`src/vrmc_pkg.sv`:
```
// shared types, constants and register codes of the vacuum relay median controller
`default_nettype none
package vrmc_pkg;

    // samples in one median window
    localparam int WINDOW = 5;
    localparam int CW = $clog2(WINDOW);
    localparam int MED_IDX = WINDOW / 2;

    // field widths
    localparam int VW = 15;
    localparam int PW = 18;
    localparam int TW = 32;
    localparam int MSW = 16;

    // conversion: v = floor((CONV_OFS - c * CONV_B) / 2^16)
    localparam logic [29:0] CONV_OFS = 30'd986533069;
    localparam logic [13:0] CONV_B = 14'd9733;
    localparam int V_MIN = -16384;
    localparam int V_MAX = 16383;

    // band thresholds as integer ratios
    localparam int THR_ON_M = 5;
    localparam int THR_ON_S = 4;
    localparam int THR_PULSE_M = 200;
    localparam int THR_PULSE_S = 197;
    localparam int THR_OFF_M = 20;
    localparam int THR_OFF_S = 23;

    // configuration register indexes
    localparam int CFG_IW = 3;
    localparam logic [CFG_IW-1:0] REG_SETPOINT = 3'd0;
    localparam logic [CFG_IW-1:0] REG_MIN_ON = 3'd1;
    localparam logic [CFG_IW-1:0] REG_HOLD_WAIT = 3'd2;
    localparam logic [CFG_IW-1:0] REG_OFF_WAIT = 3'd3;

    localparam logic signed [VW-1:0] SETPOINT_RST = -15'sd1024;
    localparam logic [MSW-1:0] MIN_ON_RST = 16'd25;
    localparam logic [MSW-1:0] HOLD_WAIT_RST = 16'd50;
    localparam logic [MSW-1:0] OFF_WAIT_RST = 16'd50;

    typedef logic signed [VW-1:0] vac_t;
    typedef vac_t [WINDOW-1:0] vac_row_t;

    typedef struct packed {
        logic signed [VW-1:0] setpoint;
        logic [MSW-1:0] min_on;
        logic [MSW-1:0] hold_wait;
        logic [MSW-1:0] off_wait;
    } relay_cfg_t;

endpackage
`default_nettype wire

```
`src/vrmc_conv.sv`:
```
// pressure to vacuum conversion with saturation
`default_nettype none
module vrmc_conv (
    input  wire logic [vrmc_pkg::PW-1:0] pressure,
    output vrmc_pkg::vac_t               vacuum
);

    logic [31:0]        prod;
    logic signed [33:0] diff;
    logic signed [17:0] quot;

    assign prod = 32'({14'd0, pressure} * {18'd0, vrmc_pkg::CONV_B});
    assign diff = $signed({4'd0, vrmc_pkg::CONV_OFS}) - $signed({2'd0, prod});
    // arithmetic shift by 16 is the floor division
    assign quot = diff[33:16];

    always_comb
    begin
        if (quot < 18'(vrmc_pkg::V_MIN))
        begin
            vacuum = vrmc_pkg::VW'(vrmc_pkg::V_MIN);
        end
        else if (quot > 18'(vrmc_pkg::V_MAX))
        begin
            vacuum = vrmc_pkg::VW'(vrmc_pkg::V_MAX);
        end
        else
        begin
            vacuum = quot[vrmc_pkg::VW-1:0];
        end
    end

endmodule
`default_nettype wire

```
`src/vrmc_cell.sv`:
```
// one cell of the sample chain, takes its left neighbor on every shift
`default_nettype none
module vrmc_cell (
    input  wire logic           clk,
    input  wire logic           shift,
    input  wire vrmc_pkg::vac_t d,
    output vrmc_pkg::vac_t      q
);

    vrmc_pkg::vac_t value_reg;

    always_ff @(posedge clk)
    begin
        if (shift)
        begin
            value_reg <= d;
        end
    end

    assign q = value_reg;

endmodule
`default_nettype wire

```
`src/vrmc_median.sv`:
```
// median of the chain by rank counting with index tie break
`default_nettype none
module vrmc_median (
    input  wire vrmc_pkg::vac_row_t row,
    output vrmc_pkg::vac_t          median
);

    logic [vrmc_pkg::CW-1:0] rank [vrmc_pkg::WINDOW];

    always_comb
    begin
        for (int i = 0; i < vrmc_pkg::WINDOW; i++)
        begin
            rank[i] = '0;
            for (int j = 0; j < vrmc_pkg::WINDOW; j++)
            begin
                if (($signed(row[j]) < $signed(row[i])) ||
                    ((row[j] == row[i]) && (j < i)))
                begin
                    rank[i] = rank[i] + 1'b1;
                end
            end
        end
    end

    // ranks are unique, so exactly one element matches
    always_comb
    begin
        median = '0;
        for (int i = 0; i < vrmc_pkg::WINDOW; i++)
        begin
            if (rank[i] == vrmc_pkg::CW'(vrmc_pkg::MED_IDX))
            begin
                median = median | row[i];
            end
        end
    end

endmodule
`default_nettype wire

```
`src/vrmc_relay.sv`:
```
// relay band rule with pulse and hold timing
`default_nettype none
module vrmc_relay (
    input  wire logic                    clk,
    input  wire logic                    rst_n,
    input  wire logic                    en,
    input  wire vrmc_pkg::vac_t          median,
    input  wire logic [vrmc_pkg::TW-1:0] now,
    input  wire vrmc_pkg::relay_cfg_t    cfg,
    output logic                         relay_next
);

    logic                    level_reg, level_next;
    logic                    active_reg, active_next;
    logic [vrmc_pkg::TW-1:0] start_reg, start_next;

    logic signed [24:0] m_w, s_w;
    logic signed [24:0] on_m, on_s, pulse_m, pulse_s, off_m, off_s;
    logic [vrmc_pkg::TW-1:0] elapsed;
    logic [16:0] pulse_lim;

    assign m_w = {{10{median[vrmc_pkg::VW-1]}}, median};
    assign s_w = {{10{cfg.setpoint[vrmc_pkg::VW-1]}}, cfg.setpoint};
    assign on_m = 25'(m_w * vrmc_pkg::THR_ON_M);
    assign on_s = 25'(s_w * vrmc_pkg::THR_ON_S);
    assign pulse_m = 25'(m_w * vrmc_pkg::THR_PULSE_M);
    assign pulse_s = 25'(s_w * vrmc_pkg::THR_PULSE_S);
    assign off_m = 25'(m_w * vrmc_pkg::THR_OFF_M);
    assign off_s = 25'(s_w * vrmc_pkg::THR_OFF_S);

    assign elapsed = now - start_reg;
    assign pulse_lim = {1'b0, cfg.min_on} + {1'b0, cfg.off_wait};

    always_comb
    begin
        level_next = level_reg;
        active_next = active_reg;
        start_next = start_reg;
        if (on_m < on_s)
        begin
            level_next = 1'b1;
            active_next = 1'b0;
        end
        else if (pulse_m < pulse_s)
        begin
            if (!active_reg)
            begin
                start_next = now;
                level_next = 1'b1;
                active_next = 1'b1;
            end
            else if (elapsed > {16'd0, cfg.min_on})
            begin
                level_next = 1'b0;
                if (elapsed > {15'd0, pulse_lim})
                begin
                    active_next = 1'b0;
                end
            end
        end
        else if (off_m > off_s)
        begin
            level_next = 1'b0;
            active_next = 1'b0;
        end
        else
        begin
            // dead band: off, then hold for a wait
            if (!active_reg)
            begin
                start_next = now;
                level_next = 1'b0;
                active_next = 1'b1;
            end
            else if (elapsed > {16'd0, cfg.hold_wait})
            begin
                active_next = 1'b0;
            end
        end
    end

    always_ff @(posedge clk or negedge rst_n)
    begin
        if (!rst_n)
        begin
            level_reg <= 1'b0;
            active_reg <= 1'b0;
            start_reg <= '0;
        end
        else if (en)
        begin
            level_reg <= level_next;
            active_reg <= active_next;
            start_reg <= start_next;
        end
    end

    assign relay_next = level_next;

endmodule
`default_nettype wire

```
`src/vacuum_relay_median_controller_unit.sv`:
```
// top level of the vacuum relay median controller
//
// sample channel: pressure_centi_hpa and time_ms, taken when sample_valid is high
// and sample_stall is low. each sample is converted to vacuum psi (1/1024 steps)
// and shifted into a chain of five cells. every fifth sample closes a window:
// the median of the chain is registered, the relay rule runs on it and one
// result (median_vacuum_psi, relay_on) goes out on the result channel, taken
// when result_valid is high and result_stall is low. other samples give no result.
// throughput is one sample per cycle while sample_stall is low; the sample that
// closes a window passes the input register, the chain shift, the median register
// and the relay/output register, where result_valid rises.
// a result waiting under result_stall does not block samples until the median
// register and the chain each hold a further full window behind it and the input
// register is full too; then sample_stall rises.
// configuration: cfg_valid with cfg_index and cfg_data, cfg_ready always high;
// write only while idle.
// reset clears all handshake state, the sample count, the relay (off) and its
// timer, and loads register defaults; the chain needs no clearing.
`default_nettype none
module vacuum_relay_median_controller_unit (
    input  wire logic                        clk,
    input  wire logic                        rst_n,
    input  wire logic                        sample_valid,
    output logic                             sample_stall,
    input  wire logic [vrmc_pkg::PW-1:0]     pressure_centi_hpa,
    input  wire logic [vrmc_pkg::TW-1:0]     time_ms,
    output logic                             result_valid,
    input  wire logic                        result_stall,
    output logic signed [vrmc_pkg::VW-1:0]   median_vacuum_psi,
    output logic                             relay_on,
    input  wire logic                        cfg_valid,
    output logic                             cfg_ready,
    input  wire logic [vrmc_pkg::CFG_IW-1:0] cfg_index,
    input  wire logic [vrmc_pkg::MSW-1:0]    cfg_data
);

    vrmc_pkg::relay_cfg_t cfg_reg;

    logic                    s1_valid_reg;
    vrmc_pkg::vac_t          s1_vac_reg;
    logic [vrmc_pkg::TW-1:0] s1_time_reg;

    logic                    full_valid_reg;
    logic [vrmc_pkg::TW-1:0] full_time_reg;
    logic [vrmc_pkg::CW-1:0] count_reg;

    logic                    med_valid_reg;
    vrmc_pkg::vac_t          med_reg;
    logic [vrmc_pkg::TW-1:0] med_time_reg;

    logic                    out_valid_reg;
    vrmc_pkg::vac_t          out_median_reg;
    logic                    out_relay_reg;

    logic out_free, med_go, med_free, full_go, full_free, cells_shift, s1_free, accept;
    logic relay_next;
    vrmc_pkg::vac_t     conv_vac, median;
    vrmc_pkg::vac_row_t row;

    // backpressure chain from the result side to the sample side
    assign out_free = !out_valid_reg || !result_stall;
    assign med_go = med_valid_reg && out_free;
    assign med_free = !med_valid_reg || out_free;
    assign full_go = full_valid_reg && med_free;
    assign full_free = !full_valid_reg || med_free;
    assign cells_shift = s1_valid_reg && full_free;
    assign s1_free = !s1_valid_reg || cells_shift;
    assign accept = sample_valid && s1_free;
    assign sample_stall = !s1_free;

    assign cfg_ready = 1'b1;

    always_ff @(posedge clk or negedge rst_n)
    begin
        if (!rst_n)
        begin
            cfg_reg.setpoint <= vrmc_pkg::SETPOINT_RST;
            cfg_reg.min_on <= vrmc_pkg::MIN_ON_RST;
            cfg_reg.hold_wait <= vrmc_pkg::HOLD_WAIT_RST;
            cfg_reg.off_wait <= vrmc_pkg::OFF_WAIT_RST;
        end
        else if (cfg_valid && cfg_ready)
        begin
            case (cfg_index)
                vrmc_pkg::REG_SETPOINT:  cfg_reg.setpoint <= cfg_data[vrmc_pkg::VW-1:0];
                vrmc_pkg::REG_MIN_ON:    cfg_reg.min_on <= cfg_data;
                vrmc_pkg::REG_HOLD_WAIT: cfg_reg.hold_wait <= cfg_data;
                vrmc_pkg::REG_OFF_WAIT:  cfg_reg.off_wait <= cfg_data;
                default: ;
            endcase
        end
    end

    vrmc_conv u_conv (
        .pressure (pressure_centi_hpa),
        .vacuum   (conv_vac)
    );

    always_ff @(posedge clk or negedge rst_n)
    begin
        if (!rst_n)
        begin
            s1_valid_reg <= 1'b0;
        end
        else
        begin
            s1_valid_reg <= accept || (s1_valid_reg && !cells_shift);
        end
    end

    always_ff @(posedge clk)
    begin
        if (accept)
        begin
            s1_vac_reg <= conv_vac;
            s1_time_reg <= time_ms;
        end
    end

    for (genvar i = 0; i < vrmc_pkg::WINDOW; i++)
    begin : g_cell
        vrmc_cell u_cell (
            .clk   (clk),
            .shift (cells_shift),
            .d     ((i == 0) ? s1_vac_reg : row[(i == 0) ? 0 : i - 1]),
            .q     (row[i])
        );
    end

    always_ff @(posedge clk or negedge rst_n)
    begin
        if (!rst_n)
        begin
            count_reg <= '0;
            full_valid_reg <= 1'b0;
        end
        else
        begin
            if (cells_shift)
            begin
                if (count_reg == vrmc_pkg::CW'(vrmc_pkg::WINDOW - 1))
                begin
                    count_reg <= '0;
                end
                else
                begin
                    count_reg <= count_reg + 1'b1;
                end
            end
            if (cells_shift && (count_reg == vrmc_pkg::CW'(vrmc_pkg::WINDOW - 1)))
            begin
                full_valid_reg <= 1'b1;
            end
            else if (full_go)
            begin
                full_valid_reg <= 1'b0;
            end
        end
    end

    always_ff @(posedge clk)
    begin
        if (cells_shift && (count_reg == vrmc_pkg::CW'(vrmc_pkg::WINDOW - 1)))
        begin
            full_time_reg <= s1_time_reg;
        end
    end

    vrmc_median u_median (
        .row    (row),
        .median (median)
    );

    always_ff @(posedge clk or negedge rst_n)
    begin
        if (!rst_n)
        begin
            med_valid_reg <= 1'b0;
        end
        else if (full_go)
        begin
            med_valid_reg <= 1'b1;
        end
        else if (med_go)
        begin
            med_valid_reg <= 1'b0;
        end
    end

    always_ff @(posedge clk)
    begin
        if (full_go)
        begin
            med_reg <= median;
            med_time_reg <= full_time_reg;
        end
    end

    vrmc_relay u_relay (
        .clk        (clk),
        .rst_n      (rst_n),
        .en         (med_go),
        .median     (med_reg),
        .now        (med_time_reg),
        .cfg        (cfg_reg),
        .relay_next (relay_next)
    );

    always_ff @(posedge clk or negedge rst_n)
    begin
        if (!rst_n)
        begin
            out_valid_reg <= 1'b0;
        end
        else if (med_go)
        begin
            out_valid_reg <= 1'b1;
        end
        else if (!result_stall)
        begin
            out_valid_reg <= 1'b0;
        end
    end

    always_ff @(posedge clk)
    begin
        if (med_go)
        begin
            out_median_reg <= med_reg;
            out_relay_reg <= relay_next;
        end
    end

    assign result_valid = out_valid_reg;
    assign median_vacuum_psi = out_median_reg;
    assign relay_on = out_relay_reg;

`ifndef ASSERT_OFF
    a_chain_holds_window: assert property (@(posedge clk) disable iff (!rst_n)
        (full_valid_reg && !med_free) |-> !cells_shift)
        else $error("chain shifted over an untaken window");

    a_count_range: assert property (@(posedge clk) disable iff (!rst_n)
        count_reg <= vrmc_pkg::CW'(vrmc_pkg::WINDOW - 1))
        else $error("sample count out of range");

    a_empty_no_stall: assert property (@(posedge clk) disable iff (!rst_n)
        !s1_valid_reg |-> !sample_stall)
        else $error("request stalled with empty input stage");

    a_median_to_result: assert property (@(posedge clk) disable iff (!rst_n)
        med_go |=> (result_valid && (median_vacuum_psi == $past(med_reg))))
        else $error("median did not reach the result register");
`endif

endmodule
`default_nettype wire
```
`config.mk`:
```
export PLATFORM = sky130hd
export DESIGN_NAME = vacuum_relay_median_controller_unit
export DESIGN_NICKNAME = d
export VERILOG_FILES = /design/src/vrmc_pkg.sv /design/src/vrmc_conv.sv /design/src/vrmc_cell.sv /design/src/vrmc_median.sv /design/src/vrmc_relay.sv /design/src/vacuum_relay_median_controller_unit.sv
export SDC_FILE = /design/constraint.sdc
export NUM_CORES = 1
export LEC_CHECK = 0
export BUFFER_PORTS_ARGS = -buffer_cell sky130_fd_sc_hd__buf_2
export CAP_MARGIN = 10
export CORE_UTILIZATION = 50
export DETAILED_ROUTE_END_ITERATION = 8
export PLACE_DENSITY = 0.66
export SLEW_MARGIN = 15
export SYNTH_ARGS = -nofsm -noshare
export SYNTH_HDL_FRONTEND = slang
export SYNTH_SLANG_ARGS = --single-unit
```
`constraint.sdc`:
```
create_clock -name clk -period 10 [get_ports clk]
set_clock_uncertainty 0.1 [all_clocks]
set_input_delay 1.5 -clock clk [delete_from_list [all_inputs] [get_ports clk]]
set_output_delay 1.5 -clock clk [all_outputs]
set_load 0.02 [all_outputs]
```
=== Word-level counts from Yosys, hierarchy flattened ===
Index checks and enable logic that the tools add are counted.

* Register bits: 321
* Output and inout bits: 19

* $add $sub $neg: 24
* Multiply operators: 6
* Magnitude comparators: 33
* Eq/ne operators: 21
* Multiplexer cells: 55
* Bitwise operators: 5
* Reductions and logical operators: 36

{| class="wikitable"
|+ Operators by type and width
! cell !! count
|-
| 15-bit < comparator || 25
|-
| 15-bit == test || 10
|-
| 32-bit two-way mux || 3
|-
| 15-bit two-way mux || 6
|-
| 32-bit by 16-bit greater-than comparator with 1-bit output || 2
|-
| 3-bit by 1-bit adder with 3-bit output, second input constant || 21
|-
| 3-bit two-way mux || 21
|-
| 15-bit OR || 4
|-
| 15-bit by 6-bit multiplier with 21-bit output, second input constant || 2
|-
| 15-bit by 4-bit multiplier with 19-bit output, second input constant || 2
|-
| 30-bit by 32-bit subtractor with 33-bit output, first input constant || 1
|-
| 32-bit by 17-bit greater-than comparator with 1-bit output || 1
|-
| 18-bit by 14-bit multiplier with 32-bit output, second input constant || 1
|-
| 32-bit subtractor || 1
|-
| 25-bit greater-than comparator || 1
|-
| 25-bit < comparator || 1
|-
| 1-bit two-way mux || 25
|-
| 15-bit by 9-bit multiplier with 24-bit output, second input constant || 1
|-
| 3-bit by 2-bit == test with 1-bit output, second input constant || 7
|-
| 19-bit by 17-bit < comparator with 1-bit output || 1
|-
| 18-bit by 15-bit greater-than comparator with 1-bit output, second input constant || 1
|-
| 18-bit by 15-bit < comparator with 1-bit output, second input constant || 1
|-
| 16-bit by 16-bit adder with 17-bit output || 1
|-
| 1-bit logical OR || 15
|-
| 10 further kinds || 26
|}

=== Logic depth before layout (Yosys ltp) ===
* Word-level depth: 20
* Gate-level depth with buffers: 30
* Gate-level depth less buffers: 28

=== By module ===
From an unflattened synthesis, not the netlist that was laid out.

* Cell total of the unflattened synthesis: 2979
* Area, all modules: 30540.5 sq um

{| class="wikitable"
|+ Modules (own cells, without submodules)
! module !! times used !! cells each !! area each (sq um) !! sequential area each (sq um)
|-
| vrmc_relay || 1 || 1525 || 12411.9 || 850.8
|-
| vacuum_relay_median_controller_unit || 1 || 314 || 7084.3 || 6033.3
|-
| vrmc_median || 1 || 579 || 4598.2 || 0.0
|-
| vrmc_conv || 1 || 486 || 4194.0 || 0.0
|-
| vrmc_cell || 5 || 15 || 450.4 || 450.4
|}

=== Worst setup path after synthesis ===
Ideal clock, no wire load.

* Path kind: input -> register
* Start point: in pressure_centi_hpa[5] (netlist name)
* End point: reg s1_vac_reg[10] (data pin)
* Library setup time: 258 ps
* Arrival: 6720 ps
* Path slack: 2922 ps
* Stages on the path: 22
* Path buffers: 1
* Cells stage by stage: ha_1 > ha_1 > inv_1 > fa_1 > fa_1 > inv_1 > fa_1 > fa_1 > inv_1 > ha_1 > a211oi_1 > o21ai_1 > a21oi_1 > o21ai_1 > nor2_1 > a211oi_2 > a311o_2 > o41a_1 > o31ai_1 > a21o_1 > buf_4 > a21oi_2

* Word-level cells in the longest chain between the ends: 4
* Elaborated cells between the ends (all ways): 5
* Classes of those cells: add/sub: 1; mul: 1; order compare: 2; mux: 1

{| class="wikitable"
|+ RTL lines
! item !! line !! source
|-
| start: declaration || vacuum_relay_median_controller_unit.sv:25 || <nowiki>input wire logic [vrmc_pkg::PW-1:0] pressure_centi_hpa,</nowiki>
|-
| 18-bit by 14-bit multiplier with 32-bit output (*) || vrmc_conv.sv:12 || <nowiki>assign prod = 32'({14'd0, pressure} * {18'd0, vrmc_pkg::CONV_B});</nowiki>
|-
| 30-bit by 32-bit subtractor with 33-bit output (*) || vrmc_conv.sv:13 || <nowiki>assign diff = $signed({4'd0, vrmc_pkg::CONV_OFS}) - $signed({2'd0, prod});</nowiki>
|-
| 18-bit by 15-bit greater-than comparator with 1-bit output || vrmc_conv.sv:23 || <nowiki>else if (quot > 18'(vrmc_pkg::V_MAX))</nowiki>
|-
| 15-bit two-way mux || vrmc_conv.sv:23 ||
|-
| end signal: assignment || vacuum_relay_median_controller_unit.sv:115 || <nowiki>s1_vac_reg <= conv_vac;</nowiki>
|-
| end: declaration || vacuum_relay_median_controller_unit.sv:40 || <nowiki>vrmc_pkg::vac_t s1_vac_reg;</nowiki>
|}

Mark *: on every way between the ends. The rest lies on a longest branch, timed or not.
A chain may end at the register's enable or synchronous reset.

=== Worst setup path after layout ===
* Start point: in pressure_centi_hpa[5] (netlist name)
* End point: reg s1_vac_reg[11] (data pin)

Same word-level chain as after synthesis.

==> flow_summary_export.csv <==
group,metric,value,unit
clock_tree,post-cts-setup-buffer-count,0,
timing,worst_pin_slew,1160,ps
final_layout,area_delta_synth_final,8.47,%
logic_synthesis,synth_fp_nets,3838,
critical_path,critPathKind,"in2reg",
logic_synthesis,yosysWarnings,0,
placement,gp_congestion,0.919,
clock_tree,cts_root_buffer,"clkbuf_16",
logic_synthesis,synth.top_cell.area_share,26.8,%
final_layout,multi_input_area,18700,sq um
critical_path,crit_top_cell,"fa_1",
detailed_routing,routedWlPerCell,17.9,um
logic_synthesis,async_flop_share,32.4,%
grt,grt_pass1_vias,22000,
critical_path,reg2reg_from,"cfg_reg[61]",
critical_path,crit_path_start_kind,"input port",
logic_synthesis,synth_edf_count,217,
timing,slew_viol_final,0,
final_layout,largest_reg_flops,75,
timing,finalSetupViolations,0,
detailed_routing,drt_first_pass_iters,7,
final_layout,drive_gt1_share,8.33,%
grt,grt_max_degree,81,
min_path,holdCritStartpoint,"full_time_reg[6]",
final_layout,seq_area,9140,sq um
critical_path,worst-path-buf-inv,4,
clock_tree,cts_buffers,38,
die,die_area,61200,sq um
clock_tree,clock_sinks,321,
min_path,whs_path_depth,0,
logic_synthesis,yosysTopAreaCell,"ha_1",
logic_synthesis,yosysMostFrequentCell,"ha_1",
detailed_routing,avgViaCountPerCell,5.56,
logic_synthesis,synthCells,3014,
logic_synthesis,synth_area_leaders,"ha_1, edfxtp_1, dfrtp_1",
timing,clock.fmax,0.137,GHz
grt,grt_pass1_wl,114000,um
grt,grt_usage,23.3,%
die,row_count,89,
timing,layout_setup_ws,2720,ps
timing,min_period,7280,ps
critical_path,crit_fanout,14,
critical_path,end_kind,"register",
critical_path,path_cells,"buf_2, ha_1, ha_1, inv_1, fa_1, fa_1, inv_1, fa_1, fa_1, inv_1, ha_1, a211oi_1, o21ai_1, a21oi_1, o21ai_1, nor2_1, a211oi_2, a311o_2, o41a_1, o31ai_1, a21o_1, a41oi_1",
logic_synthesis,synthFlopType,"edfxtp_1",
grt,antenna_found_initial,13,
timing,setup_tns,0,ps
logic_synthesis,syn_area,30100,sq um
min_path,min_to,"med_time_reg[6]",
outcome,outcome,"finished, final reports clean",
die,die_y,247,um
critical_path,crit_path_max_incr_delay,540,ps
detailed_routing,finalWirelength,70300,um
pwr,ir_drop,0.250,mV
timing,hold_slack,311,ps
detailed_routing,drt_iter0_drc,1026,
critical_path,cp.arrival,7440,ps
critical_path,r2r_cells,26,
logic_synthesis,synth_top_cells_by_count,"ha_1, inv_1, edfxtp_1, o21ai_0, a21oi_1",
clock_tree,cts_resized,0,
clock_tree,tritoncts,"yes",
clock_tree,cts_max_path_buffers,3,
logic_synthesis,ys_types,83,
placement,io_buffers,91,
detailed_routing,route.vias.total,21800,
die,initial_utilization,50.9,%
pwr,leakagePower,15.9,nW
run,cap_viol_max_count,0,
placement,post-dp-hpwl,57400,um
clock_tree,cts.reportedPaths.clkPinSlew,60,ps
critical_path,critical_path.top_delay_family,"adder cells",
timing,finalCritPeriodShare,72.8,%
timing,rsz0062_at_grt,"false",
detailed_routing,drtAntennaViolNets,0,
pwr,power_density,308,nW/um^2
grt,overflow,0,
clock_tree,htree_levels,2,
critical_path,critical_path_required,10160,ps
pwr,power,10.1,mW
logic_synthesis,yosysSeqAreaShare,30.3,%
min_path,hold_class,"reg2reg",
timing,max_slew_margin,21.2,%
logic_synthesis,syn_avg_cell_area,10.0,sq um
clock_tree,holdBufCountCts,0,
final_layout,fin_nets,3939,
detailed_routing,post-route-drc-count,0,
logic_synthesis,synth-seq-cells,321,
placement,place_ws,2150,ps
timing,hold_viol,0,
critical_path,timing.rr.end,"u_relay.start_reg[14]",
die,die_x,247,um
die,ios,93,
clock_tree,clk_latency,560,ps
final_layout,fillers,5224,
final_layout,final_core_util,55.2,%
critical_path,ff2ff_setup_slack,2740,ps
die,core_area,59200,sq um
critical_path,slowest_stage,"fa_1",
## worst max path at each step
stage	start	endpoint	slack, ps	cells after the start
floorplan	pressure_centi_hpa[5]	s1_vac_reg[10]	2920	22
global placement	pressure_centi_hpa[5]	s1_vac_reg[11]	2240	22
detailed placement	pressure_centi_hpa[5]	s1_vac_reg[11]	2150	22
CTS	cfg_reg[61]	u_relay.start_reg[14]	2710	26
global route	cfg_reg[53]	u_relay.start_reg[14]	2130	27
finish	pressure_centi_hpa[5]	s1_vac_reg[11]	2720	22
## final cells by class
class	instances	share of cell area, %
Multi-Input combinational cell	2091	57.4
Sequential cell	321	28.0
Inverter	566	6.50
Clock buffer	48	3.06
Tap cell	773	2.96
Timing Repair Buffer	97	1.54
Clock inverter	22	0.582
Antenna cell	6	0.0459
## per-layer routing
layer / global-route usage (%) / up-vias / share of wire [%]
met1: 30.7 / 10500 / 45
met5: 0 / - / 0.14
met4: 6.39 / 16 / 2.4
met2: 39.8 / 395 / 48
li1: - / 10800 / -
met3: 3.54 / 120 / 4.4
## cells by family after synthesis
group	synth area share, %
AO/OA/AOI/OAI	13.8
multiplexers	2.56
other	0.0124
adder cells (fa/ha/maj)	33.8
buffers and inverters	7.55
AND/OR/NAND/NOR	8.81
XOR/XNOR	3.20
flip-flops	30.3
## per-stage QoR
stage | area (sq um) | instances
after floorplan | 30100 | 3014
after global placement | 31500 | 3848
after detailed placement | 31500 | 3848
after CTS | 32700 | 3918
after global routing | 32700 | 3919
final | 32700 | 3924
## worst reg2reg max path: stages (launching register included)
cell and delay [ps]:
dfstp_2 650, inv_1 210, ha_1 380, inv_1 60
ha_1 320, fa_1 550, inv_1 60, fa_1 540
inv_1 40, ha_1 320, or2_2 280, a21oi_1 200
a21oi_1 90, a41oi_1 290, a21oi_1 110, nor2_1 120
xor2_1 160, ha_1 270, a2111oi_0 450, a21oi_1 80
a41oi_1 190, o31a_1 410, nor2_1 100, nor2_1 180
and3_1 190, buf_4 370, mux2_2 430
## power breakdown
part,switching [mW],internal [mW]
registers,0.171,1.72
clock network,0.576,0.767
logic,3.89,2.96
## cells in the final DEF (no fill, tap or decap), drive strengths merged, types with 21 or more instances in the layout
cell type  count
edfxtp       217
nor3          27
o21a          39
mux2          52
ha           645
dfrtp         90
nand3         50
nor2b         39
nand2b        26
a21oi        160
fa           105
nand2        140
inv          569
xor2          37
nand4         52
clkbuf        48
nor2         105
xnor2         73
a21o          75
a211o         21
buf           97
o21ai        163
Power figures use the tool's default switching activity.
